$ cat config.mk
export PLATFORM = sky130hd
export DESIGN_NAME = mpha_cstep
export DESIGN_NICKNAME = d
export VERILOG_FILES = /design/src/design/mpha_pkg.sv /design/src/design/mpha_cstep.sv
export SDC_FILE = /design/constraint.sdc
export NUM_CORES = 1
export LEC_CHECK = 0
export BUFFER_PORTS_ARGS = -buffer_cell sky130_fd_sc_hd__buf_2
export CAP_MARGIN = 20
export CORE_MARGIN = 4
export CORE_UTILIZATION = 35
export DETAILED_ROUTE_END_ITERATION = 10
export PLACE_DENSITY = 0.68
export RECOVER_POWER = 50
export SLEW_MARGIN = 0
export SYNTH_ARGS = -nofsm -noshare
export SYNTH_HDL_FRONTEND = slang
export SYNTH_SLANG_ARGS = --single-unit
$ cat constraint.sdc
create_clock -name clk -period 4 [get_ports clk]
set_input_delay 0.8 -clock clk [delete_from_list [all_inputs] [get_ports clk]]
set_output_delay 0.8 -clock clk [all_outputs]
set_load 0.01 [all_outputs]
$ cat src/design/mpha_pkg.sv
// Shared constants, side-band type and arctangent table for the marker pair heading block.
// No dependencies; used by every module of the block.
package mpha_pkg;

	localparam int FIELD_BITS       = 12;
	localparam int OUT_BITS         = 16;
	localparam int ANG_FRAC         = 24;
	localparam int TABLE_LEN        = 24;
	localparam int ZW               = 34;
	localparam int ZC_BITS          = 31;
	localparam int PROD_BITS        = 38;
	localparam int CDEG_BITS        = 14;
	localparam int COORD_BITS_DEF   = 12;
	localparam int CORDIC_STEPS_DEF = 18;

	localparam logic [ZC_BITS-1:0]   DEG90_Q   = ZC_BITS'(90) << ANG_FRAC;
	localparam logic [6:0]           DEG_SCALE = 7'd100;
	localparam logic [OUT_BITS-1:0]  HALF_TURN = 16'd18000;
	localparam logic [OUT_BITS-1:0]  QTR_TURN  = 16'd9000;
	localparam logic [OUT_BITS-1:0]  ZERO_HDG  = 16'd0;

	typedef struct packed {
		logic                special;
		logic [OUT_BITS-1:0] spec_val;
		logic                dx_neg;
		logic                dy_neg;
	} mpha_side_t;

	// atan(2^-i) in degrees, Q24, rounded to nearest
	function automatic logic signed [ZW-1:0] atan_q24(input int idx);
		logic signed [ZW-1:0] v;
		case (idx)
			0:  v = 34'sd754974720;
			1:  v = 34'sd445687602;
			2:  v = 34'sd235489088;
			3:  v = 34'sd119537938;
			4:  v = 34'sd60000934;
			5:  v = 34'sd30029717;
			6:  v = 34'sd15018523;
			7:  v = 34'sd7509720;
			8:  v = 34'sd3754917;
			9:  v = 34'sd1877466;
			10: v = 34'sd938734;
			11: v = 34'sd469367;
			12: v = 34'sd234684;
			13: v = 34'sd117342;
			14: v = 34'sd58671;
			15: v = 34'sd29335;
			16: v = 34'sd14668;
			17: v = 34'sd7334;
			18: v = 34'sd3667;
			19: v = 34'sd1833;
			20: v = 34'sd917;
			21: v = 34'sd458;
			22: v = 34'sd229;
			23: v = 34'sd115;
			default: v = '0;
		endcase
		return v;
	endfunction

endpackage

$ cat src/design/mpha_cstep.sv
// One registered micro-rotation of the vectoring CORDIC, angle kept in degrees Q24.
// Depends on mpha_pkg for the arctangent table and side-band type.
module mpha_cstep import mpha_pkg::*; #(
	parameter int XW  = COORD_BITS_DEF + ANG_FRAC + 3,
	parameter int IDX = 0
) (
	input  logic                 clk,
	input  logic                 arst_n,
	input  logic                 in_valid,
	output logic                 in_ready,
	input  logic signed [XW-1:0] x_in,
	input  logic signed [XW-1:0] y_in,
	input  logic signed [ZW-1:0] z_in,
	input  mpha_side_t           side_in,
	output logic                 out_valid,
	input  logic                 out_ready,
	output logic signed [XW-1:0] x_out,
	output logic signed [XW-1:0] y_out,
	output logic signed [ZW-1:0] z_out,
	output mpha_side_t           side_out
);

	localparam logic signed [ZW-1:0] ATAN_I = atan_q24(IDX);

	logic signed [XW-1:0] xs, ys, x_n, y_n;
	logic signed [ZW-1:0] z_n;
	logic                 valid_s1;
	logic signed [XW-1:0] x_s1, y_s1;
	logic signed [ZW-1:0] z_s1;
	mpha_side_t           side_s1;

	always_comb begin
		xs = x_in >>> IDX;
		ys = y_in >>> IDX;
		if (!y_in[XW-1]) begin
			x_n = x_in + ys;
			y_n = y_in - xs;
			z_n = z_in + ATAN_I;
		end else begin
			x_n = x_in - ys;
			y_n = y_in + xs;
			z_n = z_in - ATAN_I;
		end
	end

	assign in_ready = !valid_s1 || out_ready;

	always_ff @(posedge clk or negedge arst_n) begin
		if (!arst_n) begin
			valid_s1 <= 1'b0;
		end else if (in_ready) begin
			valid_s1 <= in_valid;
		end
	end

	always_ff @(posedge clk) begin
		if (in_valid && in_ready) begin
			x_s1    <= x_n;
			y_s1    <= y_n;
			z_s1    <= z_n;
			side_s1 <= side_in;
		end
	end

	assign out_valid = valid_s1;
	assign x_out     = x_s1;
	assign y_out     = y_s1;
	assign z_out     = z_s1;
	assign side_out  = side_s1;

endmodule

---- Word-level counts from Yosys, hierarchy flattened ----
Cells that the tools add are included.
operators by class
  $add $sub $neg .......................... 5
  reductions and logical operators ........ 3
  mux-type cells .......................... 3
operators by type and width
  operator                                             count
  2-to-1 mux 39 bit                                    2
  subtractor 39 bit                                    2
  adder 39 bit                                         1
  adder 34 x 31 -> 34 bit, second input constant       1
  2-to-1 mux 34 bit                                    1
  subtractor 34 x 31 -> 34 bit, second input constant  1
  logical AND 1 bit                                    1
  zero test 1 bit                                      1
  logical OR 1 bit                                     1
storage, ports and cells
  word-level logic and storage cells ...... 19
  input bits .............................. 135
  flip-flop bits (word level) ............. 132
  output and inout bits ................... 133

---- Logic depth before layout (Yosys ltp) ----
Gate-level depths: netlist of the first run.
  depth in word-level cells ............... 3
  mapped depth ............................ 13
  gate-level depth less buffers ........... 12

---- Least setup slack after synthesis of the first run ----
Ideal clock, no wire load.
  kind .................................... input-to-reg
  start ................................... input out_ready
  end ..................................... register side_s1, in the netlist side_out[0] (enable)
  path slack .............................. -0.510 ns
  data arrival time ....................... 4.005 ns
  data required time ...................... 3.495 ns
  setup time .............................. 0.505 ns
  stages .................................. 2
  cell sequence ........................... nand2b_1 > and2_1
on the way
  cells in the longest elaborated chain, start to end .. 2
RTL lines
  what                  RTL line          text
  start, declared       mpha_cstep.sv:16  input logic out_ready,
  logical OR 1 bit      mpha_cstep.sv:46  assign in_ready = !valid_s1 || out_ready;
  logical AND 1 bit     mpha_cstep.sv:57  if (in_valid && in_ready) begin
  end signal, assigned  mpha_cstep.sv:61  side_s1 <= side_in;
  end, declared         mpha_cstep.sv:30  mpha_side_t side_s1;
No other way between the ends.
A chain may end at the register's enable or synchronous reset.

---- Worst setup path in the final report of the first run ----
  start ................................... input x_in[1]
  end ..................................... register y_s1[23] (netlist: y_out[23]) (data pin)
on the way
  cells in the longest elaborated chain, start to end .. 2
  elaborated cells between the ends (all ways) .. 3
RTL lines
  what                                                      RTL line                            text
  start, declared                                           mpha_cstep.sv:11                    input logic signed [XW-1:0] x_in,
  subtractor 39 bit / adder 39 bit (equally long branches)  mpha_cstep.sv:37, mpha_cstep.sv:41
  2-to-1 mux 39 bit *                                       mpha_cstep.sv:35                    if (!y_in[XW-1]) begin
  via y_n[23]                                               mpha_cstep.sv:25                    logic signed [XW-1:0] xs, ys, x_n, y_n;
  end signal, assigned                                      mpha_cstep.sv:59                    y_s1 <= y_n;
  end, declared                                             mpha_cstep.sv:28                    logic signed [XW-1:0] x_s1, y_s1;
The timed path passes the listed nets; every way through them passes the cells marked *.

==> flow_summary.ini, run 1 <==
[place]
portBuffers = 267
placed_area_um2 = 13470
dp_cells = 1949
dp_hpwl_mm = 31.79
dpl_worst_slack_ns = 0.01144
gp_congestion = 0.9513

[status]
violations = capacitance limit, slew limit
status = finished, violations left

[sta]
finClkSkew_ns = 0.009936
worstMarginPinSlew_ns = 1.531
rsz0062_at_grt = no
min_period_over_period = 0.9105
relSlewSlack = -0.02052
hold_viol = 0
worst_slack_ns = 0.3579
tns_ns = 0
drv_slew = 58
timing.fmax_mhz = 274.6
hold_slack_ns = 0.1235
period_needed_ns = 3.642
setup_viol = 0

[final_layout]
area_delta_synth_final_pct = 23.22
mostFrequentLayoutCells = a21oi_1 (176), buf_2 (149), edfxtp_1 (130), ha_1 (122), clkbuf_1 (118)
drive_above_1_share = 0.1787
utilization = 0.4390
insertedDiodeCount = 0
final_area_um2 = 13920
final_common_cell = a21oi_1
fin_cells = 1980
fin_nets = 1827
fill_cells = 3154

[floorplan]
initial_utilization = 0.3563
io_pins = 268
core_region_area_um2 = 31720
die_w_um = 187.7
rows = 65
dieArea_um2 = 35220
die_h_um = 187.7

[global_routing]
grt_pass1_wl_mm = 61.41
grt_overflow = 0
antenna_found_initial = 0
grt_pass1_vias = 10850
grtUsageTotal = 0.2189
grt_start_max_net_pins = 64

[cts]
clock_path_buffers = 2
path_clk_slew_ns = 0.07
post_cts_buffers = 0
clock-root-buffer = clkbuf_16
cts_sinks = 131
htree_levels = 4
clk-insertion-delay-late_ns = 0.43
cts_hold_buf = 0
ctsResizeCount = 0
cts_tree = built
numCtsBuffers = 17

[logic_synthesis]
synth_top_area_share = 0.3455
ys_types = 74
yosys.area.top_type = edfxtp_1
seq_area_frac_synth = 0.3477
synth_warnings = 0
syn_area_um2 = 11300
async_reset_ff_frac = 0.007634
synth_edf_count = 130
avgSynthCellArea_um2 = 8.940
syn_nets = 1525
ys.flop_type = edfxtp_1
syn_inst = 1264
synth_area_leaders = edfxtp_1 (35%), ha_1 (14%), a21oi_1 (7.8%)
synth-seq-cells = 131

[routing]
dr.pass1.iters = 6
via_count = 11050
ant_nets = 0
wl_per_cell_um = 20.28
first_iter_violations = 1232
drc_errors = 0
postRouteWirelength_mm = 40.15
vias_per_cell = 5.579

[worst_setup_path]
critPathRequiredTime_ns = 4.17
timing_worst_setup_path_type = input pin to register
cp_max_fo = 5
endpoint_kind = register
start_kind = input pin
critical_path_arrival_ns = 3.82

[job]
cap_violations = 1

[pwr]
swShare = 0.3468
pwr-share-seq = 0.343
power.total_mw = 5.099
clkPwrFrac = 0.327
intPower_mw = 3.331
p_leak_nw = 5.924
switchingPower_mw = 1.768
p_comb_frac = 0.329
powerDensity_nw_per_um2 = 366.2
ir_drop_mv = 0.2992

[worst_hold_path]
hp-class = input pin to async pin
-- sequential cells by signal, indices dropped and copies added, names as in the netlist --
name	cells
x_out	39
side_out	19
z_out	34
y_out	38
out_valid	1
-- power by group through the flow --
stage | Combinational [mW] | Sequential (mW) | Clock, mW
after floorplan | 0.952 | 1.84 | 0
after global placement | 1.66 | 1.78 | 0
after detailed placement | 1.68 | 1.78 | 0
after CTS | 1.69 | 1.75 | 1.70
after global routing | 1.82 | 1.76 | 1.77
final | 1.68 | 1.75 | 1.67
-- final timing paths --
kind	from	to	slack, ns	cells after the start
max in group asynchronous	arst_n	out_valid$_DFFE_PN0N_	3.79	1
min reg2reg	out_valid$_DFFE_PN0N_	out_valid$_DFFE_PN0N_	0.53	2
min	arst_n	out_valid$_DFFE_PN0N_	0.12	1
max	x_in[1]	y_out[23]$_DFFE_PP_	0.36	12
max reg2reg	out_valid$_DFFE_PN0N_	y_out[30]$_DFFE_PP_	1.42	3
min in group clk	out_valid$_DFFE_PN0N_	out_valid$_DFFE_PN0N_	0.53	2
-- layout make-up --
cell class                      instances  area, um2  area share
Sequential cell                       131       3929      0.2822
Clock inverter                         14      177.7     0.01276
Tap cell                              402      503.0     0.03612
Timing Repair Buffer                  337       1727      0.1240
Clock buffer                           17      425.4     0.03055
Inverter                              126      473.0     0.03397
Multi-Input combinational cell        953       6689      0.4804
-- synthesized netlist by cell type (4+ instances only) --
library cell    n
ha_1          122
a211oi_1        5
nand2b_1       16
a21o_1         28
o21ai_1        22
nand3_1        11
inv_1         116
and3_1          5
o211ai_1       12
inv_2           9
or2_2           8
a31oi_1        13
o22ai_1         6
and2_1          4
or3_1           5
nor3_1         30
a211o_1         4
nor2_1         81
o21ai_0        74
nand2_1        51
nor2b_1        11
o31ai_1        16
mux2i_1        13
a311oi_1        5
clkbuf_1       38
o31a_1          5
fa_1            4
buf_1          12
xor2_1          8
nand4_1        20
edfxtp_1      130
nor4_1         15
o21bai_1       42
a21oi_1       176
xnor2_1        75
o21a_1          9
-- layer usage --
| metal | vias up | part of all wire | global-route usage |
|---|---|---|---|
| met5 | - | 0 | 0 |
| met4 | 0 | 0.028 | 0.06861 |
| met3 | 76 | 0.082 | 0.04672 |
| met2 | 584 | 0.46 | 0.3603 |
| met1 | 5200 | 0.43 | 0.2893 |
| li1 | 5187 | - | - |
-- worst max-delay path, stage by stage --
cell      delay, ns
buf_2          0.16
inv_1          0.11
ha_1           0.38
nor3b_1        0.33
o31ai_1        0.17
a21oi_1        0.39
a221oi_4       0.16
o211ai_1       0.38
a41o_1         0.33
nor2_1         0.06
a311oi_1       0.42
xnor2_1        0.13
-- kinds of logic after synthesis --
kind of cell / Yosys count / share of synthesized area
XOR/XNOR: 83 / 0.06433
buffers and inverters: 180 / 0.06046
adder cells (fa/ha/maj): 126 / 0.1422
multiplexers: 15 / 0.01351
AO/OA/AOI/OAI: 459 / 0.2532
AND/OR/NAND/NOR: 270 / 0.1186
flip-flops: 131 / 0.3477
(Power assumes the default switching activity.)
==> run 2, diff against run 1 <==
Settings changed: ABC_AREA set to 1, PLACE_DENSITY 0.68 to 0.61.
==> flow_summary.ini, run 2 <==
[logic_synthesis]
synth-compound-area-share = 0.1262
syn_nets = 2211
synth_xor_area_frac = 0.02667
synth_warnings = 0
yosys-mux-area-fraction = 0.001524
yosys.area.top_type = edfxtp_1
synth_edf_count = 130
yosysMostFrequentCell = nand2_1
synth_top_area_share = 0.2972
syn_area_um2 = 13140
avgSynthCellArea_um2 = 6.736
synthAdderAreaFrac = 0.1223
synth_area_leaders = edfxtp_1 (30%), nand2_1 (16%), ha_1 (12%)
ys_types = 42
syn_inst = 1950
synth-seq-cells = 131
synthTopCellsByCount = nand2_1 (569), inv_1 (307), nor2_1 (173), nand3_1 (169), a21oi_1 (140)
synth_top_family_by_area = simple AND/OR/NAND/NOR gates
seq_area_frac_synth = 0.2991
yosys.area_share.simple = 0.3092
async_reset_ff_frac = 0.007634
ys.flop_type = edfxtp_1

[place]
dp_hpwl_mm = 42.92
portBuffers = 267
placed_area_um2 = 14780
gp_congestion = 0.9818
dpl_worst_slack_ns = 0.5861

[cts]
cts_tree = built
clock-root-buffer = clkbuf_16
cts_sinks = 131
cts_hold_buf = 0
post_cts_buffers = 0
htree_levels = 4
path_clk_slew_ns = 0.07
numCtsBuffers = 17
clk-insertion-delay-late_ns = 0.45
clock_path_buffers = 2
ctsResizeCount = 0

[routing]
via_count = 13920
top_layer = met4
postRouteWirelength_mm = 51.62
wl_met3_mm = 4.080
dr_wl_met2_mm = 22.45
wl_per_cell_um = 19.33
vias_per_cell = 5.210
met1_length_mm = 23.69
drc_errors = 0
first_iter_violations = 1219
ant_nets = 0
dr.pass1.iters = 8

[pwr]
p_leak_nw = 7.807
ir_drop_mv = 0.3148
powerDensity_nw_per_um2 = 340.1

[final_layout]
insertedDiodeCount = 0
final_common_cell = nand2_1
mostFrequentLayoutCells = nand2_1 (569), inv_1 (307), buf_2 (246), nor2_1 (173), nand3_1 (169)
fin_nets = 2451
drive_above_1_share = 0.1434
area_delta_synth_final_pct = 16.84
largest_reg_flops = 39
final_area_um2 = 15350
utilization = 0.4172
fill_cells = 3987

[sta]
period_needed_ns = 3.006
worst_slack_ns = 0.9942
drv_slew = 131
timing.fmax_mhz = 332.7
setup_viol = 0
relSlewSlack = -0.3208
tns_ns = 0
rsz0062_at_grt = no
hold_viol = 0
min_period_over_period = 0.7514
worstMarginPinSlew_ns = 1.981
finClkSkew_ns = 0.01799

[status]
violations = capacitance limit, slew limit
status = finished, violations left

[floorplan]
initial_utilization = 0.3571
io_pins = 268
die_w_um = 201.7
rows = 70
die_h_um = 201.7
dieArea_um2 = 40690
core_region_area_um2 = 36790

[global_routing]
grtUsageTotal = 0.2439
grt_overflow = 0
grt_pass1_wl_mm = 76.88
grt_pass1_vias = 13350
antenna_found_initial = 1
grt_start_max_net_pins = 131

[worst_setup_path]
start_kind = input pin
crit_family = compound AO/OA/AOI/OAI gates
cp_max_fo = 5
r2r-end = x_out[10]$_DFFE_PP_
reg2reg_from = out_valid$_DFFE_PN0N_
cp.depth = 12
critical_path_buf_inv_count = 2
cp_slowest_stage_delay_ns = 0.58
critPathRequiredTime_ns = 4.19
rrSetupSlack_ns = 1.47
path_common_cell = nand2_1
endpoint_kind = register
timing_worst_setup_path_type = input pin to register
crit_path_end = x_out[24]$_DFFE_PP_
slowest_stage = fa_1
reg2regPathDepth = 2
critical_path_arrival_ns = 3.20
critical_path.startpoint = x_in[0]
path_cells = clkbuf_1, inv_1, ha_1, fa_1, o21ai_1, a21oi_2, o21ai_2, nand2_1, nand2_1, nand2_1, nand3_1, nand2_1

[worst_hold_path]
hp-class = input pin to async pin

[job]
cap_violations = 1
[run 2: cell count changes after synthesis, sizes merged, moves of 31 or more]
cell / delta
xnor2: -72
nor2: +110
a21oi: -35
o21ai: +31
nand3: +161
inv: +182
nand2: +520
[run 2: worst min path at each step]
stage	from	endpoint	slack (ns)
finish	arst_n	out_valid$_DFFE_PN0N_	0.13
detailed placement	arst_n	out_valid$_DFFE_PN0N_	0.58
floorplan	arst_n	out_valid$_DFFE_PN0N_	0.50
CTS	arst_n	out_valid$_DFFE_PN0N_	0.11
global placement	out_valid$_DFFE_PN0N_	out_valid$_DFFE_PN0N_	0.57
global route	arst_n	out_valid$_DFFE_PN0N_	0.11
[run 2: layout make-up]
class	count	area [um2]	share of cell area
Timing Repair Buffer	274	1363	0.08878
Tap cell	468	585.6	0.03815
Inverter	308	1156	0.07533
Sequential cell	131	3929	0.2560
Clock inverter	15	181.4	0.01182
Multi-Input combinational cell	1458	7707	0.5022
Clock buffer	17	425.4	0.02772
[run 2: kinds of logic after synthesis]
group / Yosys count
and+or+nand+nor: 979
buffers and inverters: 361
AOI/OAI and AO/OA: 311
DFF: 131
adders and majority gates: 126
xor gates and xnor gates: 40
muxes: 2
[run 2: where the power goes]
group	switching, mW	internal [mW]	leakage, nW
combinational	1.26	0.554	6.26
sequential	0.0350	1.68	1.25
clock	0.700	0.988	0.295
total	1.99	3.23	7.81
[run 2: routing by layer]
metal / global-route usage / vias to the layer above
met5: 0 / -
met4: 0.06860 / 0
met3: 0.03852 / 89
met2: 0.3902 / 659
met1: 0.3425 / 6421
li1: - / 6747
[run 2: stage by stage]
step / instances / hold slack (ns) / total power, mW
2_1_floorplan: 1950 / 0.5044 / 2.887
3_3_place_gp: 2639 / 0.5702 / 3.521
3_5_place_dp: 2639 / 0.5765 / 3.529
4_1_cts: 2671 / 0.1085 / 5.239
5_1_grt: 2671 / 0.1072 / 5.529
6_report: 2671 / 0.1272 / 5.220
==> run 3, diff against run 2 <==
Settings changed: PLACE_DENSITY 0.61 to 0.59.
Clock period 4 ns to 2.8 ns, I/O delays scaled along.
==> flow_summary.ini, run 3 (same netlist as run 2, synthesis figures left out) <==
[routing]
first_iter_violations = 1004
postRouteWirelength_mm = 54.08
dr.pass1.iters = 6
via_count = 14900
ant_nets = 0
wl_per_cell_um = 18.26
vias_per_cell = 5.029
drc_errors = 0

[final_layout]
fin_nets = 2742
area_delta_synth_final_pct = 32.79
drive_above_1_share = 0.2065
insertedDiodeCount = 0
largest_reg_flops = 39
final_common_cell = nand2_1
mostFrequentLayoutCells = nand2_1 (569), inv_1 (305), buf_4 (288), nor2_1 (173), nand3_1 (169)
final_area_um2 = 17440
fill_cells = 3879

[sta]
relSlewSlack = 0.07765
worstMarginPinSlew_ns = 1.384
hold_slack_ns = 0.3041
finClkSkew_ns = 0.01823
drv_slew = 0
timing.fmax_mhz = 395.3
min_period_over_period = 0.9034
rsz0062_at_grt = no
hold_viol = 0
setup_viol = 0
period_needed_ns = 2.530

[floorplan]
dieArea_um2 = 40690
core_region_area_um2 = 36790
initial_utilization = 0.3571
rows = 70
die_w_um = 201.7
io_pins = 268
die_h_um = 201.7

[cts]
ctsResizeCount = 0
cts_sinks = 131
clock-root-buffer = clkbuf_16
post_cts_buffers = 0
path_clk_slew_ns = 0.08
numCtsBuffers = 17
cts_tree = built
clk-insertion-delay-late_ns = 0.44
htree_levels = 4
clock_path_buffers = 2

[global_routing]
grt_pass1_vias = 14540
grtUsageTotal = 0.2571
grt_pass1_wl_mm = 81.50
grt_overflow = 0
grt_start_max_net_pins = 77
antenna_found_initial = 2

[job]
cap_violations = 0

[worst_setup_path]
path_cells = buf_2, inv_1, ha_1, buf_4, nor2_1, inv_1, nor2_1, inv_1, buf_4, nor2_1, nand3_1, nand2_1, nand2_1, nand3_1, nand2_1
reg2reg_from = out_valid$_DFFE_PN0N_
start_kind = input pin
slowest_stage = ha_1
r2r-end = y_out[14]$_DFFE_PP_
reg2regPathDepth = 2
critPathRequiredTime_ns = 2.99
crit_path_end = y_out[32]$_DFFE_PP_
critical_path.startpoint = x_in[16]
endpoint_kind = register
rrSetupSlack_ns = 0.43
cp_slowest_stage_delay_ns = 0.41
critical_path_arrival_ns = 2.72
cp_max_fo = 7
timing_worst_setup_path_type = input pin to register

[place]
portBuffers = 267
dp_hpwl_mm = 46.00
gp_congestion = 0.9292
placed_area_um2 = 17040

[pwr]
powerDensity_nw_per_um2 = 447.7
ir_drop_mv = 0.2856
p_leak_nw = 8.953

[worst_hold_path]
hp-class = input pin to register

[status]
status = complete, no violations
-- run 3: cell types whose count changed in the layout (fill, tap and decap cells not counted), moves of 2 or more --
cell       before  now
buf_4           6  288
clkbuf_1       21  114
buf_2         246  154
buf_12          0    6
inv_6           2    7
bufinv_16       3    0
clkinv_2        3    1
inv_1         307  305
-- run 3: area by class of cell --
cell class	instances	area, um2	area share
Tap cell	468	585.6	0.03357
Clock inverter	15	133.9	0.007676
Sequential cell	131	3929	0.2253
Multi-Input combinational cell	1458	7696	0.4412
Clock buffer	17	425.4	0.02439
Timing Repair Buffer	565	3503	0.2009
Inverter	308	1169	0.06700
-- run 3: worst min path at each step --
stage	from	endpoint	slack (ns)	depth (start not counted)
3_5_place_dp	arst_n	out_valid$_DFFE_PN0N_	0.34	1
4_1_cts	side_in[6]	side_out[6]$_DFFE_PP_	0.28	1
5_1_grt	z_in[9]	z_out[9]$_DFFE_PP_	0.28	1
3_3_place_gp	arst_n	out_valid$_DFFE_PN0N_	0.34	1
6_report	side_in[6]	side_out[6]$_DFFE_PP_	0.30	1
2_1_floorplan	arst_n	out_valid$_DFFE_PN0N_	0.26	0
-- run 3: repair_timing --
item / in CTS / in global routing
hold buffers: 1 / 0
endpoints found under the setup margin: 0 / 0
endpoints found under the hold margin: 1 / 0
-- run 3: metrics by stage --
| step | total power, mW | setup slack, ns | setup TNS, ns | util | instances |
|---|---|---|---|---|---|
| 2_1_floorplan | 4.125 | -0.3529 | -45.88 | - | 1950 |
| 3_3_place_gp | 5.567 | -0.1136 | -0.7041 | 0.4633 | 2929 |
| 3_5_place_dp | 5.593 | -0.08767 | -0.6780 | 0.4633 | 2929 |
| 4_1_cts | 7.860 | 0.3564 | 0 | 0.4788 | 2962 |
| 5_1_grt | 8.280 | 0.08732 | 0 | 0.4742 | 2962 |
| 6_report | 7.809 | 0.2704 | 0 | 0.4742 | 2962 |
-- run 3: report_power, final --
group / internal [mW] / switching, mW / leakage [nW]
Clock: 1.18 / 1.07 / 0.276
Sequential: 2.40 / 0.0628 / 1.25
Combinational: 1.20 / 1.90 / 7.42
-- run 3: layer usage --
metal  track usage  part of all wire
met5             0           0.00018
met4       0.07568             0.029
met3       0.03417             0.075
met2        0.4122              0.43
met1        0.3630              0.46
-- run 3: critical path: cells and delay by family --
| kind | cells | cell delay [ns] |
|---|---|---|
| buffers and inverters | 6 | 0.64 |
| AND/OR/NAND/NOR | 8 | 1.10 |
| adder cells (fa/ha/maj) | 1 | 0.41 |
