$ cat config.mk
export PLATFORM = sky130hd
export DESIGN_NAME = mpha_prep
export DESIGN_NICKNAME = d
export VERILOG_FILES = /design/src/design/mpha_pkg.sv /design/src/design/mpha_prep.sv
export SDC_FILE = /design/constraint.sdc
export NUM_CORES = 1
export LEC_CHECK = 0
export ABC_CLOCK_PERIOD_IN_PS = 2100
export BUFFER_PORTS_ARGS = -buffer_cell sky130_fd_sc_hd__buf_2
export CORE_ASPECT_RATIO = 1.5
export CORE_MARGIN = 2
export CORE_UTILIZATION = 40
export DETAILED_ROUTE_END_ITERATION = 6
export GPL_TIMING_DRIVEN = 0
export HOLD_SLACK_MARGIN = 0.15
export MAX_ROUTING_LAYER = met4
export PLACE_DENSITY = 0.8
export RECOVER_POWER = 50
export SYNTH_ARGS = -nofsm -noshare
export SYNTH_HDL_FRONTEND = slang
export SYNTH_SLANG_ARGS = --single-unit
$ cat constraint.sdc
create_clock -name clk -period 2.1 [get_ports clk]
set_clock_uncertainty 0.15 [all_clocks]
set_input_delay 0.21 -clock clk [delete_from_list [all_inputs] [get_ports clk]]
set_output_delay 0.21 -clock clk [all_outputs]
set_load 0.01 [all_outputs]
$ cat src/design/mpha_pkg.sv
// Shared constants, side-band type and arctangent table for the marker pair heading block.
// No dependencies; used by every module of the block.
package mpha_pkg;

	localparam int FIELD_BITS       = 12;
	localparam int OUT_BITS         = 16;
	localparam int ANG_FRAC         = 24;
	localparam int TABLE_LEN        = 24;
	localparam int ZW               = 34;
	localparam int ZC_BITS          = 31;
	localparam int PROD_BITS        = 38;
	localparam int CDEG_BITS        = 14;
	localparam int COORD_BITS_DEF   = 12;
	localparam int CORDIC_STEPS_DEF = 18;

	localparam logic [ZC_BITS-1:0]   DEG90_Q   = ZC_BITS'(90) << ANG_FRAC;
	localparam logic [6:0]           DEG_SCALE = 7'd100;
	localparam logic [OUT_BITS-1:0]  HALF_TURN = 16'd18000;
	localparam logic [OUT_BITS-1:0]  QTR_TURN  = 16'd9000;
	localparam logic [OUT_BITS-1:0]  ZERO_HDG  = 16'd0;

	typedef struct packed {
		logic                special;
		logic [OUT_BITS-1:0] spec_val;
		logic                dx_neg;
		logic                dy_neg;
	} mpha_side_t;

	// atan(2^-i) in degrees, Q24, rounded to nearest
	function automatic logic signed [ZW-1:0] atan_q24(input int idx);
		logic signed [ZW-1:0] v;
		case (idx)
			0:  v = 34'sd754974720;
			1:  v = 34'sd445687602;
			2:  v = 34'sd235489088;
			3:  v = 34'sd119537938;
			4:  v = 34'sd60000934;
			5:  v = 34'sd30029717;
			6:  v = 34'sd15018523;
			7:  v = 34'sd7509720;
			8:  v = 34'sd3754917;
			9:  v = 34'sd1877466;
			10: v = 34'sd938734;
			11: v = 34'sd469367;
			12: v = 34'sd234684;
			13: v = 34'sd117342;
			14: v = 34'sd58671;
			15: v = 34'sd29335;
			16: v = 34'sd14668;
			17: v = 34'sd7334;
			18: v = 34'sd3667;
			19: v = 34'sd1833;
			20: v = 34'sd917;
			21: v = 34'sd458;
			22: v = 34'sd229;
			23: v = 34'sd115;
			default: v = '0;
		endcase
		return v;
	endfunction

endpackage

$ cat src/design/mpha_prep.sv
// Input stage: masks coordinates, forms the differences, sorts out the special cases
// and loads the CORDIC start vector. Depends on mpha_pkg.
module mpha_prep import mpha_pkg::*; #(
	parameter int CB = COORD_BITS_DEF,
	parameter int XW = COORD_BITS_DEF + ANG_FRAC + 3
) (
	input  logic                  clk,
	input  logic                  arst_n,
	input  logic                  in_valid,
	output logic                  in_ready,
	input  logic [FIELD_BITS-1:0] first_x,
	input  logic [FIELD_BITS-1:0] first_y,
	input  logic [FIELD_BITS-1:0] second_x,
	input  logic [FIELD_BITS-1:0] second_y,
	output logic                  out_valid,
	input  logic                  out_ready,
	output logic signed [XW-1:0]  x_out,
	output logic signed [XW-1:0]  y_out,
	output mpha_side_t            side_out
);

	logic [CB-1:0]        fx, fy, sx, sy;
	logic signed [CB:0]   dx, dy;
	logic [CB:0]          adx_w, ady_w;
	logic                 miss;
	mpha_side_t           side_c;
	logic                 valid_s1;
	logic signed [XW-1:0] x_s1, y_s1;
	mpha_side_t           side_s1;

	always_comb begin
		fx    = CB'(first_x);
		fy    = CB'(first_y);
		sx    = CB'(second_x);
		sy    = CB'(second_y);
		dx    = $signed({1'b0, fx}) - $signed({1'b0, sx});
		dy    = $signed({1'b0, sy}) - $signed({1'b0, fy});
		adx_w = dx[CB] ? -dx : dx;
		ady_w = dy[CB] ? -dy : dy;
		miss  = (fx == '0) || (fy == '0) || (sx == '0) || (sy == '0);
		side_c.dx_neg   = dx[CB];
		side_c.dy_neg   = dy[CB];
		side_c.special  = 1'b1;
		side_c.spec_val = ZERO_HDG;
		if (miss) begin
			side_c.spec_val = ZERO_HDG;
		end else if (dy == '0) begin
			side_c.spec_val = QTR_TURN;
		end else if (dx == '0) begin
			side_c.spec_val = dy[CB] ? HALF_TURN : ZERO_HDG;
		end else begin
			side_c.special = 1'b0;
		end
	end

	assign in_ready = !valid_s1 || out_ready;

	always_ff @(posedge clk or negedge arst_n) begin
		if (!arst_n) begin
			valid_s1 <= 1'b0;
		end else if (in_ready) begin
			valid_s1 <= in_valid;
		end
	end

	always_ff @(posedge clk) begin
		if (in_valid && in_ready) begin
			// start vector: x = |dy|, y = |dx|, both Q24
			x_s1    <= $signed(XW'({ady_w[CB-1:0], {ANG_FRAC{1'b0}}}));
			y_s1    <= $signed(XW'({adx_w[CB-1:0], {ANG_FRAC{1'b0}}}));
			side_s1 <= side_c;
		end
	end

	assign out_valid = valid_s1;
	assign x_out     = x_s1;
	assign y_out     = y_s1;
	assign side_out  = side_s1;

endmodule

# After elaboration in Yosys (flattened, before gate mapping)

Cells that the tools add are included.

Memory bits (writable): 0
Latch bits: 0
Bits of input ports: 52
Output and inout bits: 99
Memories kept: 0
Register bits: 43
Bits in read-only memories: 0

Shift-type cells: 0
Bitwise gates (word level): 1
Muxes and demuxes: 6
Multipliers: 0
Magnitude comparators: 0
Equality and inequality tests: 0
Reduce and logical (&&, ||, !) cells: 14
Add/sub/neg operators: 4
Div/mod/pow operators: 0

Operators by type and width:

| cell                         | number |
|---|---|
| logical NOT 12 bit           | 4 |
| two-way mux 14 bit           | 2 |
| logical NOT 13 bit           | 2 |
| subtractor 12 x 12 -> 13 bit | 2 |
| two-way mux 12 bit           | 2 |
| negation 12 bit              | 2 |
| two-way mux 15 bit           | 1 |
| logical OR 1 bit             | 4 |
| OR reduction 3 bit           | 1 |
| OR reduction 2 bit           | 1 |
| logical AND 1 bit            | 1 |
| logical NOT 1 bit            | 1 |
| two-way mux 1 bit            | 1 |
| NOT 1 bit                    | 1 |

# Logic depth before layout (Yosys ltp)

Gate-level depths: netlist of the first run.

Word-level depth: 5
Gate-level depth with buffers: 12
Depth with buffers taken out: 11

# Least setup slack after synthesis of the first run

Ideal clock, no wire load.

Kind: in2reg
Start: input second_y[0]
End: register x_s1[35], in the netlist x_out[35], data pin
Buffers on the path: 0
Required time: 1.685 ns
Setup slack: -0.571 ns
Cell stages on the path: 10
Arrival time: 2.255 ns
Setup time: 0.265 ns
Path through: inv_1 ha_1 fa_1 nand2b_1 a21o_1 a211oi_1 nand3_1 nor4_2 a41oi_1 xor2_1

Word-level cells in the longest chain between the ends: 3

RTL lines:

| item                             | line            | text |
|---|---|---|
| start: declaration               | mpha_prep.sv:14 | `input logic [FIELD_BITS-1:0] second_y,` |
| subtractor 12 x 12 -> 13 bit (*) | mpha_prep.sv:37 | `dy = $signed({1'b0, sy}) - $signed({1'b0, fy});` |
| negation 12 bit                  | mpha_prep.sv:39 | `ady_w = dy[CB] ? -dy : dy;` |
| two-way mux 12 bit (*)           | mpha_prep.sv:39 |  |
| via ady_w[11]                    | mpha_prep.sv:24 | `logic [CB:0] adx_w, ady_w;` |
| end signal: assignment           | mpha_prep.sv:69 | `x_s1 <= $signed(XW'({ady_w[CB-1:0], {ANG_FRAC{1'b0}}}));` |
| end: declaration                 | mpha_prep.sv:28 | `logic signed [XW-1:0] x_s1, y_s1;` |

The timed path passes the listed nets; every way through them passes the cells marked *.
A chain may end at the register's enable or synchronous reset.

# Worst setup path in the final report of the first run

Start: input first_x[0]
End: register y_s1[35], in the netlist y_out[35], data pin

Word-level cells in the longest chain between the ends: 3

RTL lines:

| item                             | line            | text |
|---|---|---|
| start: declaration               | mpha_prep.sv:11 | `input logic [FIELD_BITS-1:0] first_x,` |
| subtractor 12 x 12 -> 13 bit (*) | mpha_prep.sv:36 | `dx = $signed({1'b0, fx}) - $signed({1'b0, sx});` |
| negation 12 bit                  | mpha_prep.sv:38 | `adx_w = dx[CB] ? -dx : dx;` |
| two-way mux 12 bit (*)           | mpha_prep.sv:38 |  |
| via adx_w[11]                    | mpha_prep.sv:24 |  |
| end signal: assignment           | mpha_prep.sv:70 | `y_s1 <= $signed(XW'({adx_w[CB-1:0], {ANG_FRAC{1'b0}}}));` |
| end: declaration                 | mpha_prep.sv:28 |  |

Marks and branches as above.

==> results of run 1 <==
-- path summary, 6_finish.rpt --
check	endpoint	slack, ns	depth (start not counted)	start
max	y_out[35]	-0.36	11	first_x[0]
min	y_out[24]	0.21	3	second_x[0]
max reg2reg	y_out[26]	0.49	2	out_valid
min reg2reg	out_valid	0.93	3	out_valid
max in group asynchronous	out_valid	1.06	3	arst_n
min in group asynchronous	out_valid	0.64	3	arst_n
-- per-layer routing --
| metal | routed length (µm) | vias to the layer above | GRT usage, % |
|---|---|---|---|
| met2 | 5240 | 148 | 37.9 |
| li1 | - | 1661 | - |
| met1 | 3250 | 1484 | 19.5 |
| met3 | 584 | 23 | 2.69 |
| met5 | 0 | - | - |
| met4 | 255 | 0 | 7.54 |
-- report_power, final --
| part | switching, mW | internal, mW |
|---|---|---|
| clock | 0.236 | 0.424 |
| combinational | 0.763 | 0.664 |
| sequential | 0.0247 | 0.805 |
| total | 1.02 | 1.89 |
-- tightest hold or removal path, delay by kind of cell --
| kind | cells | cell delay, ns |
|---|---|---|
| adder cells (fa/ha/maj) | 1 | 0.14 |
| buffers and inverters | 2 | 0.12 |
-- kinds of logic (layout without fill, tap and decap cells) --
group	count (synthesis)	in the layout	share of synthesized area, %
buffers and inverters	109	243	19.3
multiplexers	2	2	0.620
flip-flops	31	31	27.0
AND/OR/NAND/NOR	116	116	17.7
other	1	61	0.109
adder cells (fa/ha/maj)	28	28	10.7
XOR/XNOR	33	33	8.43
AO/OA/AOI/OAI	77	77	16.1
-- registers in the layout, summed over array words and instances, names as in the netlist --
name and count:
y_out 12, x_out 12, side_out 6, out_valid 1
-- Yosys cell counts (3+ instances only) --
cell type  count  area (µm²)
buf_4         67         503
nor2_1        38         143
o21ai_0        6        30.0
xnor2_1       20         175
a211oi_1       5        37.5
and3_1         3        18.8
ha_1          26         325
nor3_1         4        20.0
a21o_1         6        45.0
xor2_1        13         114
nand2b_1       7        43.8
clkbuf_1       4        15.0
nor4_1        15        93.8
nor3b_1        3        22.5
nand2_1       18        67.6
a21oi_1       22         110
nor2b_1        4        25.0
a2111oi_0      4        35.0
inv_1         37         139
nand4b_1       3        26.3
o21a_1         5        37.5
nand3_1        8        40.0
edfxtp_1      30         901
o21ai_1        4        20.0
and2_1         3        18.8
o211ai_1       3        22.5
-- layout make-up --
type / instances / area share, %
multi-input cells: 317 / 48.8
flip-flops and latches: 31 / 17.6
repair buffers: 127 / 14.7
plain buffers: 72 / 10.6
inverters: 37 / 3.30
well taps: 107 / 2.54
clock buffers: 5 / 2.38
clock inverters: 2 / 0.166
-- repair_timing --
item,in CTS,in global routing
pin swaps,27,24
hold buffers,4,0
gates resized for setup,44,31
endpoints found under the hold margin,2,0
setup buffers,20,14
setup endpoints to repair,27,57
==> impl_metrics.toml, run 1 <==
[sta]
final_hold_viol_count = 0
slew-limit-headroom_pct = 54.0
period_needed_ns = 2.46
setup_viol = 27
period_share_pct = 117
max_freq_mhz = 407
rsz0062_at_grt = "true"
worst_pin_slew_ns = 0.691
whs_ns = 0.212
slew_violations = 0
finalWorstSetupSlack_ns = -0.359
tns_ns = -4.96

[global_route]
grt_overflow = 0
grt_pass1_vias = 3373
antenna_found_initial = 0
grt_max_degree = 31
grt.total_usage_pct = 19.8
grt_pass1_wl_um = 14500

[routing]
drt-initial-drc-count = 127
antenna_left = 0
drc_errors = 0
viasPerCell = 4.75
detail_route.wl_per_cell_um = 13.4
vias = 3316
routed_wl_um = 9330
firstDrtPassIters = 4

[yosys]
syn-mean-instance-area_um2 = 8.64
netlist_instances = 397
synthArstFlopShare_pct = 3.23
synth_area_mm2 = 0.00343
ys.warnings.count = 0
synth-edff-count = 30
synth.distinct_cells = 56
seq_area_frac_synth_pct = 27.0
yosys_most_used_dff = "edfxtp_1"
ys_ff_latch = 31

[layout]
diodes = 0
ff_latch_area_um2 = 926
fin_area_mm2 = 0.00526
layout_commonest_cell = "buf_4"
fillCellCount = 667
finish.utilization_pct = 62.9
area_growth_pct = 53.5
nets = 671
final_cells = 698
drive_above_1_share_pct = 42.1
multiInputGateArea_mm2 = 0.00257
final_cell_mix = "buf_4, conb_1, buf_2"

[power]
finalPower_mw = 2.92
p_leak_nw = 2.44
power_density_mw_per_mm2 = 555
peakVddDrop_v = 0.000302

[placement]
post-dp-hpwl_um = 7230
dp_slack_ns = -0.921
port_buffers = 89
globalplace.congestion = 0.925
dp.cells = 653
placed_area_mm2 = 0.00454

[die]
die_x_um = 79.6
dieArea_mm2 = 0.00934
rows = 41
dieHeight_um = 117
start_util_pct = 41.0
ios = 151
core-area_mm2 = 0.00836

[worst_setup_path]
crit_fanout = 3
critPathMaxStageDelay_ns = 0.54
endpoint_kind = "flop"
cp_common_cell = "o21a_1"
crit_buf_inv = 2
path_cells = "buf_8, inv_8, ha_4, fa_2, nor2b_4, o21a_1, o21a_1, o22ai_2, or4_4, o41ai_4, xnor2_1"
crit_type = "in -> reg"
start_kind = "input pin"
crit_arrival_ns = 2.32
worstPathRequired_ns = 1.96
cp_top_family = "simple AND/OR/NAND/NOR gates"
cp_slowest_cell = "or4_4"

[clock_network]
clock_latency_ns = 0.27
h-tree-depth = 2
cts-buffers-inserted = 5
clockBufferDepth = 2
clock_sinks = 31
path_clk_slew_ns = 0.05
root_buffer = "clkbuf_16"
cts_tree = "built"

[status]
outcome = "finished with violations"
violations = "negative setup slack"

[flow_run]
drv_cap = 0

[hold_path]
hold_class = "in -> reg"
No activity file was read; power rests on OpenSTA's default activity.
==> inputs of run 2 (changes only) <==
--- a/config.mk
+++ b/config.mk
@@ -11,4 +11,5 @@
 export CORE_MARGIN = 2
 export CORE_UTILIZATION = 40
+export CTS_CLUSTER_SIZE = 28
 export DETAILED_ROUTE_END_ITERATION = 6
 export GPL_TIMING_DRIVEN = 0
==> constraint.sdc (replaced) <==
create_clock -name clk -period 2.1 [get_ports clk]
set_clock_uncertainty 0.15 [all_clocks]
set_input_delay 0.315 -clock clk [delete_from_list [all_inputs] [get_ports clk]]
set_output_delay 0.315 -clock clk [all_outputs]
set_load 0.01 [all_outputs]
==> run 2 against run 1 <==
Effect of this change: the flow still finishes with violations (negative setup slack); highest routed layer unchanged; largest cell class unchanged; die area stayed put; combinational power is 12% higher; cell area is 4.4% higher; cell count is 0.14% higher; critical path depth is 2 higher; non-clock buffer count stayed put; sequential share of layout area is 0.75 points lower; via count is 3.8% higher.
==> impl_metrics.toml, run 2 (synthesis results as in run 1) <==
[sta]
slew-limit-headroom_pct = 41.6
period_share_pct = 128
setup_viol = 28
slew_violations = 0
tns_ns = -9.40
max_freq_mhz = 372
rsz0062_at_grt = "true"
finalWorstSetupSlack_ns = -0.585
worst_pin_slew_ns = 0.870
period_needed_ns = 2.69
final_hold_viol_count = 0

[clock_network]
cts-buffers-inserted = 5
root_buffer = "clkbuf_16"
cts_tree = "built"
clockBufferDepth = 2
clock_sinks = 31
h-tree-depth = 2
clock_latency_ns = 0.27
path_clk_slew_ns = 0.05

[layout]
nets = 671
fillCellCount = 633
finish.utilization_pct = 65.7
final_cell_mix = "buf_4, buf_2, conb_1"
fin_area_mm2 = 0.00550
layout_commonest_cell = "buf_4"
drive_above_1_share_pct = 50.0
diodes = 0
area_growth_pct = 60.3

[die]
ios = 151
die_x_um = 79.6
rows = 41
core-area_mm2 = 0.00836
start_util_pct = 41.0
dieArea_mm2 = 0.00934
dieHeight_um = 117

[worst_setup_path]
crit_type = "in -> reg"
crit_arrival_ns = 2.66
crit_fanout = 5
cp_common_cell = "a21oi_2"
rrSetupSlack_ns = 0.51
cp_slowest_cell = "or3_1"
r2r_end = "y_out[33]"
endpoint_kind = "flop"
ff2ff_path_depth = 2
start_kind = "input pin"
worstPathRequired_ns = 2.08
cp_top_family = "simple AND/OR/NAND/NOR gates"
crit_buf_inv = 3
rr_startpoint = "out_valid"
critPathMaxStageDelay_ns = 0.37
path_cells = "buf_8, inv_8, ha_4, fa_2, nor2b_4, o211ai_1, buf_4, a21oi_4, or3_1, a21oi_2, nand4b_1, or2_1, a21oi_2"

[power]
power_density_mw_per_mm2 = 575
p_leak_nw = 2.58
finalPower_mw = 3.16
peakVddDrop_v = 0.000450

[hold_path]
hold_class = "in -> reg"
hold_start = "out_ready"
whs_endpoint = "out_valid"
whs_path_depth = 3

[placement]
port_buffers = 89
globalplace.congestion = 0.867
placed_area_mm2 = 0.00459
post-dp-hpwl_um = 7130
dp_slack_ns = -1.02

[routing]
drt-initial-drc-count = 151
firstDrtPassIters = 4
drc_errors = 0
viasPerCell = 4.92
antenna_left = 0
detail_route.wl_per_cell_um = 14.1
routed_wl_um = 9840
vias = 3441

[flow_run]
drv_cap = 0

[global_route]
grt_max_degree = 31
antenna_found_initial = 0
grt_overflow = 0
grt.total_usage_pct = 20.8
grt_pass1_vias = 3429
grt_pass1_wl_um = 15400

[status]
outcome = "finished with violations"
violations = "negative setup slack"
==> run 2: final cells by class <==
type | instances | area (µm²) | area share [%]
flip-flops and latches | 31 | 926 | 16.8
inverters | 37 | 179 | 3.26
well taps | 107 | 134 | 2.44
plain buffers | 72 | 556 | 10.1
clock buffers | 8 | 156 | 2.85
multi-input cells | 317 | 2700 | 49.2
repair buffers | 127 | 843 | 15.3
==> run 2: stage by stage <==
stage,std cells,hold slack (ns)
floorplan,457,-0.131
global placement,653,-0.0594
detailed placement,653,-0.0581
CTS,690,0.202
global route,699,0.213
finish,699,0.210
==> run 2: worst max-delay path by stage <==
stage                    start      endpoint  slack [ns]  depth (start not counted)
floorplan           first_x[0]     y_out[35]       -0.56                         10
global route        first_x[0]  side_out[12]       -0.65                         13
finish              first_x[0]  side_out[11]       -0.59                         13
detailed placement  first_x[0]  side_out[11]       -1.02                         12
CTS                 first_x[0]  side_out[11]       -0.48                         13
global placement    first_x[0]  side_out[11]       -0.94                         12
==> run 2: repair_timing <==
action	in CTS	in global routing
endpoints found under the hold margin	2	0
hold buffers	2	0
gates cloned	1	0
endpoints found under the setup margin	28	58
pin swaps	43	27
setup buffers	27	10
resized for setup	59	28
==> run 2: power breakdown <==
group	internal [mW]	total [mW]	switching [mW]
Clock	0.503	0.735	0.232
Sequential	0.804	0.822	0.0174
Combinational	0.758	1.60	0.847
Total	2.06	3.16	1.10
==> run 2: worst register-to-register path: stages (launching register included) <==
cell and delay, ns:
dfrtp_1 0.39, nand2b_1 0.11, and2_2 0.57
==> run 2: per-layer routing <==
metal  wire length, µm  track usage (%)
met1              3590             21.7
met2              5370             38.3
met3               594             2.54
met4               287             8.62
met5                 0                -
==> inputs of run 3 (changes only) <==
Settings changed: SKIP_CTS_REPAIR_TIMING set to 1, TNS_END_PERCENT set to 100.
==> run 3 against run 2 <==
Effect of this change: the flow still finishes with violations (negative setup slack); power down 4.0%; via count down 2.8%; clock-buffer cell count unchanged; cell area down 3.9%; first-iteration DRC count up 13%; fmax down 0.87%; critical path type unchanged; critical endpoint is now y_out[33]; sequential share of layout area up 0.68 points.
==> impl_metrics.toml, run 3 (synthesis results as in run 1) <==
[power]
p_leak_nw = 2.41
power_density_mw_per_mm2 = 574
combPwrFrac_pct = 48.7
switchingPower_mw = 1.05
sw_frac_of_total_pct = 34.6
peakVddDrop_v = 0.000400
p_clk_share_pct = 24.1
p_seq_share_pct = 27.2
finalPower_mw = 3.03
intPower_mw = 1.98

[global_route]
antenna_found_initial = 0
grt_pass1_wl_um = 13200
grt_max_degree = 31
grt.total_usage_pct = 17.8
grt_overflow = 0
grt_pass1_vias = 3075

[placement]
globalplace.congestion = 0.867
placed_area_mm2 = 0.00459
port_buffers = 89
dp_slack_ns = -1.02
post-dp-hpwl_um = 7130

[sta]
tns_ns = -8.85
final_hold_viol_count = 0
finalWorstSetupSlack_ns = -0.609
period_share_pct = 129
slew-limit-headroom_pct = 57.5
rsz0062_at_grt = "true"
period_needed_ns = 2.71
setup_viol = 28
max_freq_mhz = 369
slew_violations = 0
worst_pin_slew_ns = 0.637

[clock_network]
h-tree-depth = 2
cts_tree = "built"
path_clk_slew_ns = 0.05
root_buffer = "clkbuf_16"
cts-buffers-inserted = 5
clock_latency_ns = 0.27
clockBufferDepth = 2
clock_sinks = 31

[routing]
detail_route.wl_per_cell_um = 13.8
firstDrtPassIters = 4
drc_errors = 0
routed_wl_um = 9530
vias = 3344
viasPerCell = 4.85
antenna_left = 0
drt-initial-drc-count = 171

[layout]
layout_commonest_cell = "buf_4"
fin_area_mm2 = 0.00528
final_cell_mix = "buf_4, conb_1, buf_2"
finish.utilization_pct = 63.2
area_growth_pct = 54.1
nets = 661
diodes = 0
drive_above_1_share_pct = 43.3

[die]
core-area_mm2 = 0.00836
ios = 151
dieHeight_um = 117
rows = 41
dieArea_mm2 = 0.00934
die_x_um = 79.6
start_util_pct = 41.0

[hold_path]
hold_class = "in -> reg"

[worst_setup_path]
crit_type = "in -> reg"
worstPathRequired_ns = 1.97
crit_arrival_ns = 2.58
endpoint_kind = "flop"
start_kind = "input pin"
crit_fanout = 3

[status]
outcome = "finished with violations"
violations = "negative setup slack"

[flow_run]
drv_cap = 0
-- run 3: cell types whose count changed in the layout (fill, tap and decap cells not counted), sizes merged --
cell	before	now
buf	191	151
clkbuf	14	44
-- run 3: routing by layer --
| metal | GRT usage [%] | wire, µm |
|---|---|---|
| met5 | - | 0 |
| met4 | 7.54 | 210 |
| met3 | 1.92 | 522 |
| met2 | 31.6 | 5190 |
| met1 | 19.8 | 3610 |
-- run 3: area by class of cell --
cell class,count,area (µm²)
buffer,70,538
multi-input combinational,317,2650
clock buffer,8,156
timing repair buffer,119,709
sequential,31,926
fill,679,3080
tap,107,134
inverter,37,174
-- run 3: power by group through the flow --
stage	clock network, mW	logic (mW)	registers, mW
2_1_floorplan	0	0.875	0.879
3_3_place_gp	0	1.17	0.831
3_5_place_dp	0	1.20	0.834
4_1_cts	0.729	1.21	0.824
5_1_grt	0.760	1.59	0.832
6_report	0.732	1.48	0.824
-- run 3: stage by stage --
| step | hold WS [ns] | cells |
|---|---|---|
| 6_report | 0.202 | 689 |
| 5_1_grt | 0.211 | 689 |
| 4_1_cts | -0.338 | 661 |
| 3_5_place_dp | -0.0581 | 653 |
| 3_3_place_gp | -0.0594 | 653 |
| 2_1_floorplan | -0.131 | 457 |
-- run 3: path summary, 6_finish.rpt --
check | start | to | slack, ns | cells past startpoint
max in group asynchronous | arst_n | out_valid | 1.49 | 2
worst max-delay path | first_x[0] | y_out[33] | -0.61 | 13
worst min-delay path | out_ready | out_valid | 0.20 | 3
min in group asynchronous | arst_n | out_valid | 0.21 | 2
worst min register to register | out_valid | out_valid | 0.40 | 2
worst max register to register | out_valid | y_out[33] | 0.52 | 2
-- run 3: critical path, stage by stage --
cell and delay (ns):
buf_8 0.11, clkinv_8 0.04, ha_4 0.13, fa_2 0.24, nor2b_4 0.05, o211ai_1 0.32, buf_4 0.18, a211o_1 0.16
nand3_4 0.09, or4_4 0.58, buf_6 0.14, o21ai_2 0.14, xnor2_1 0.09
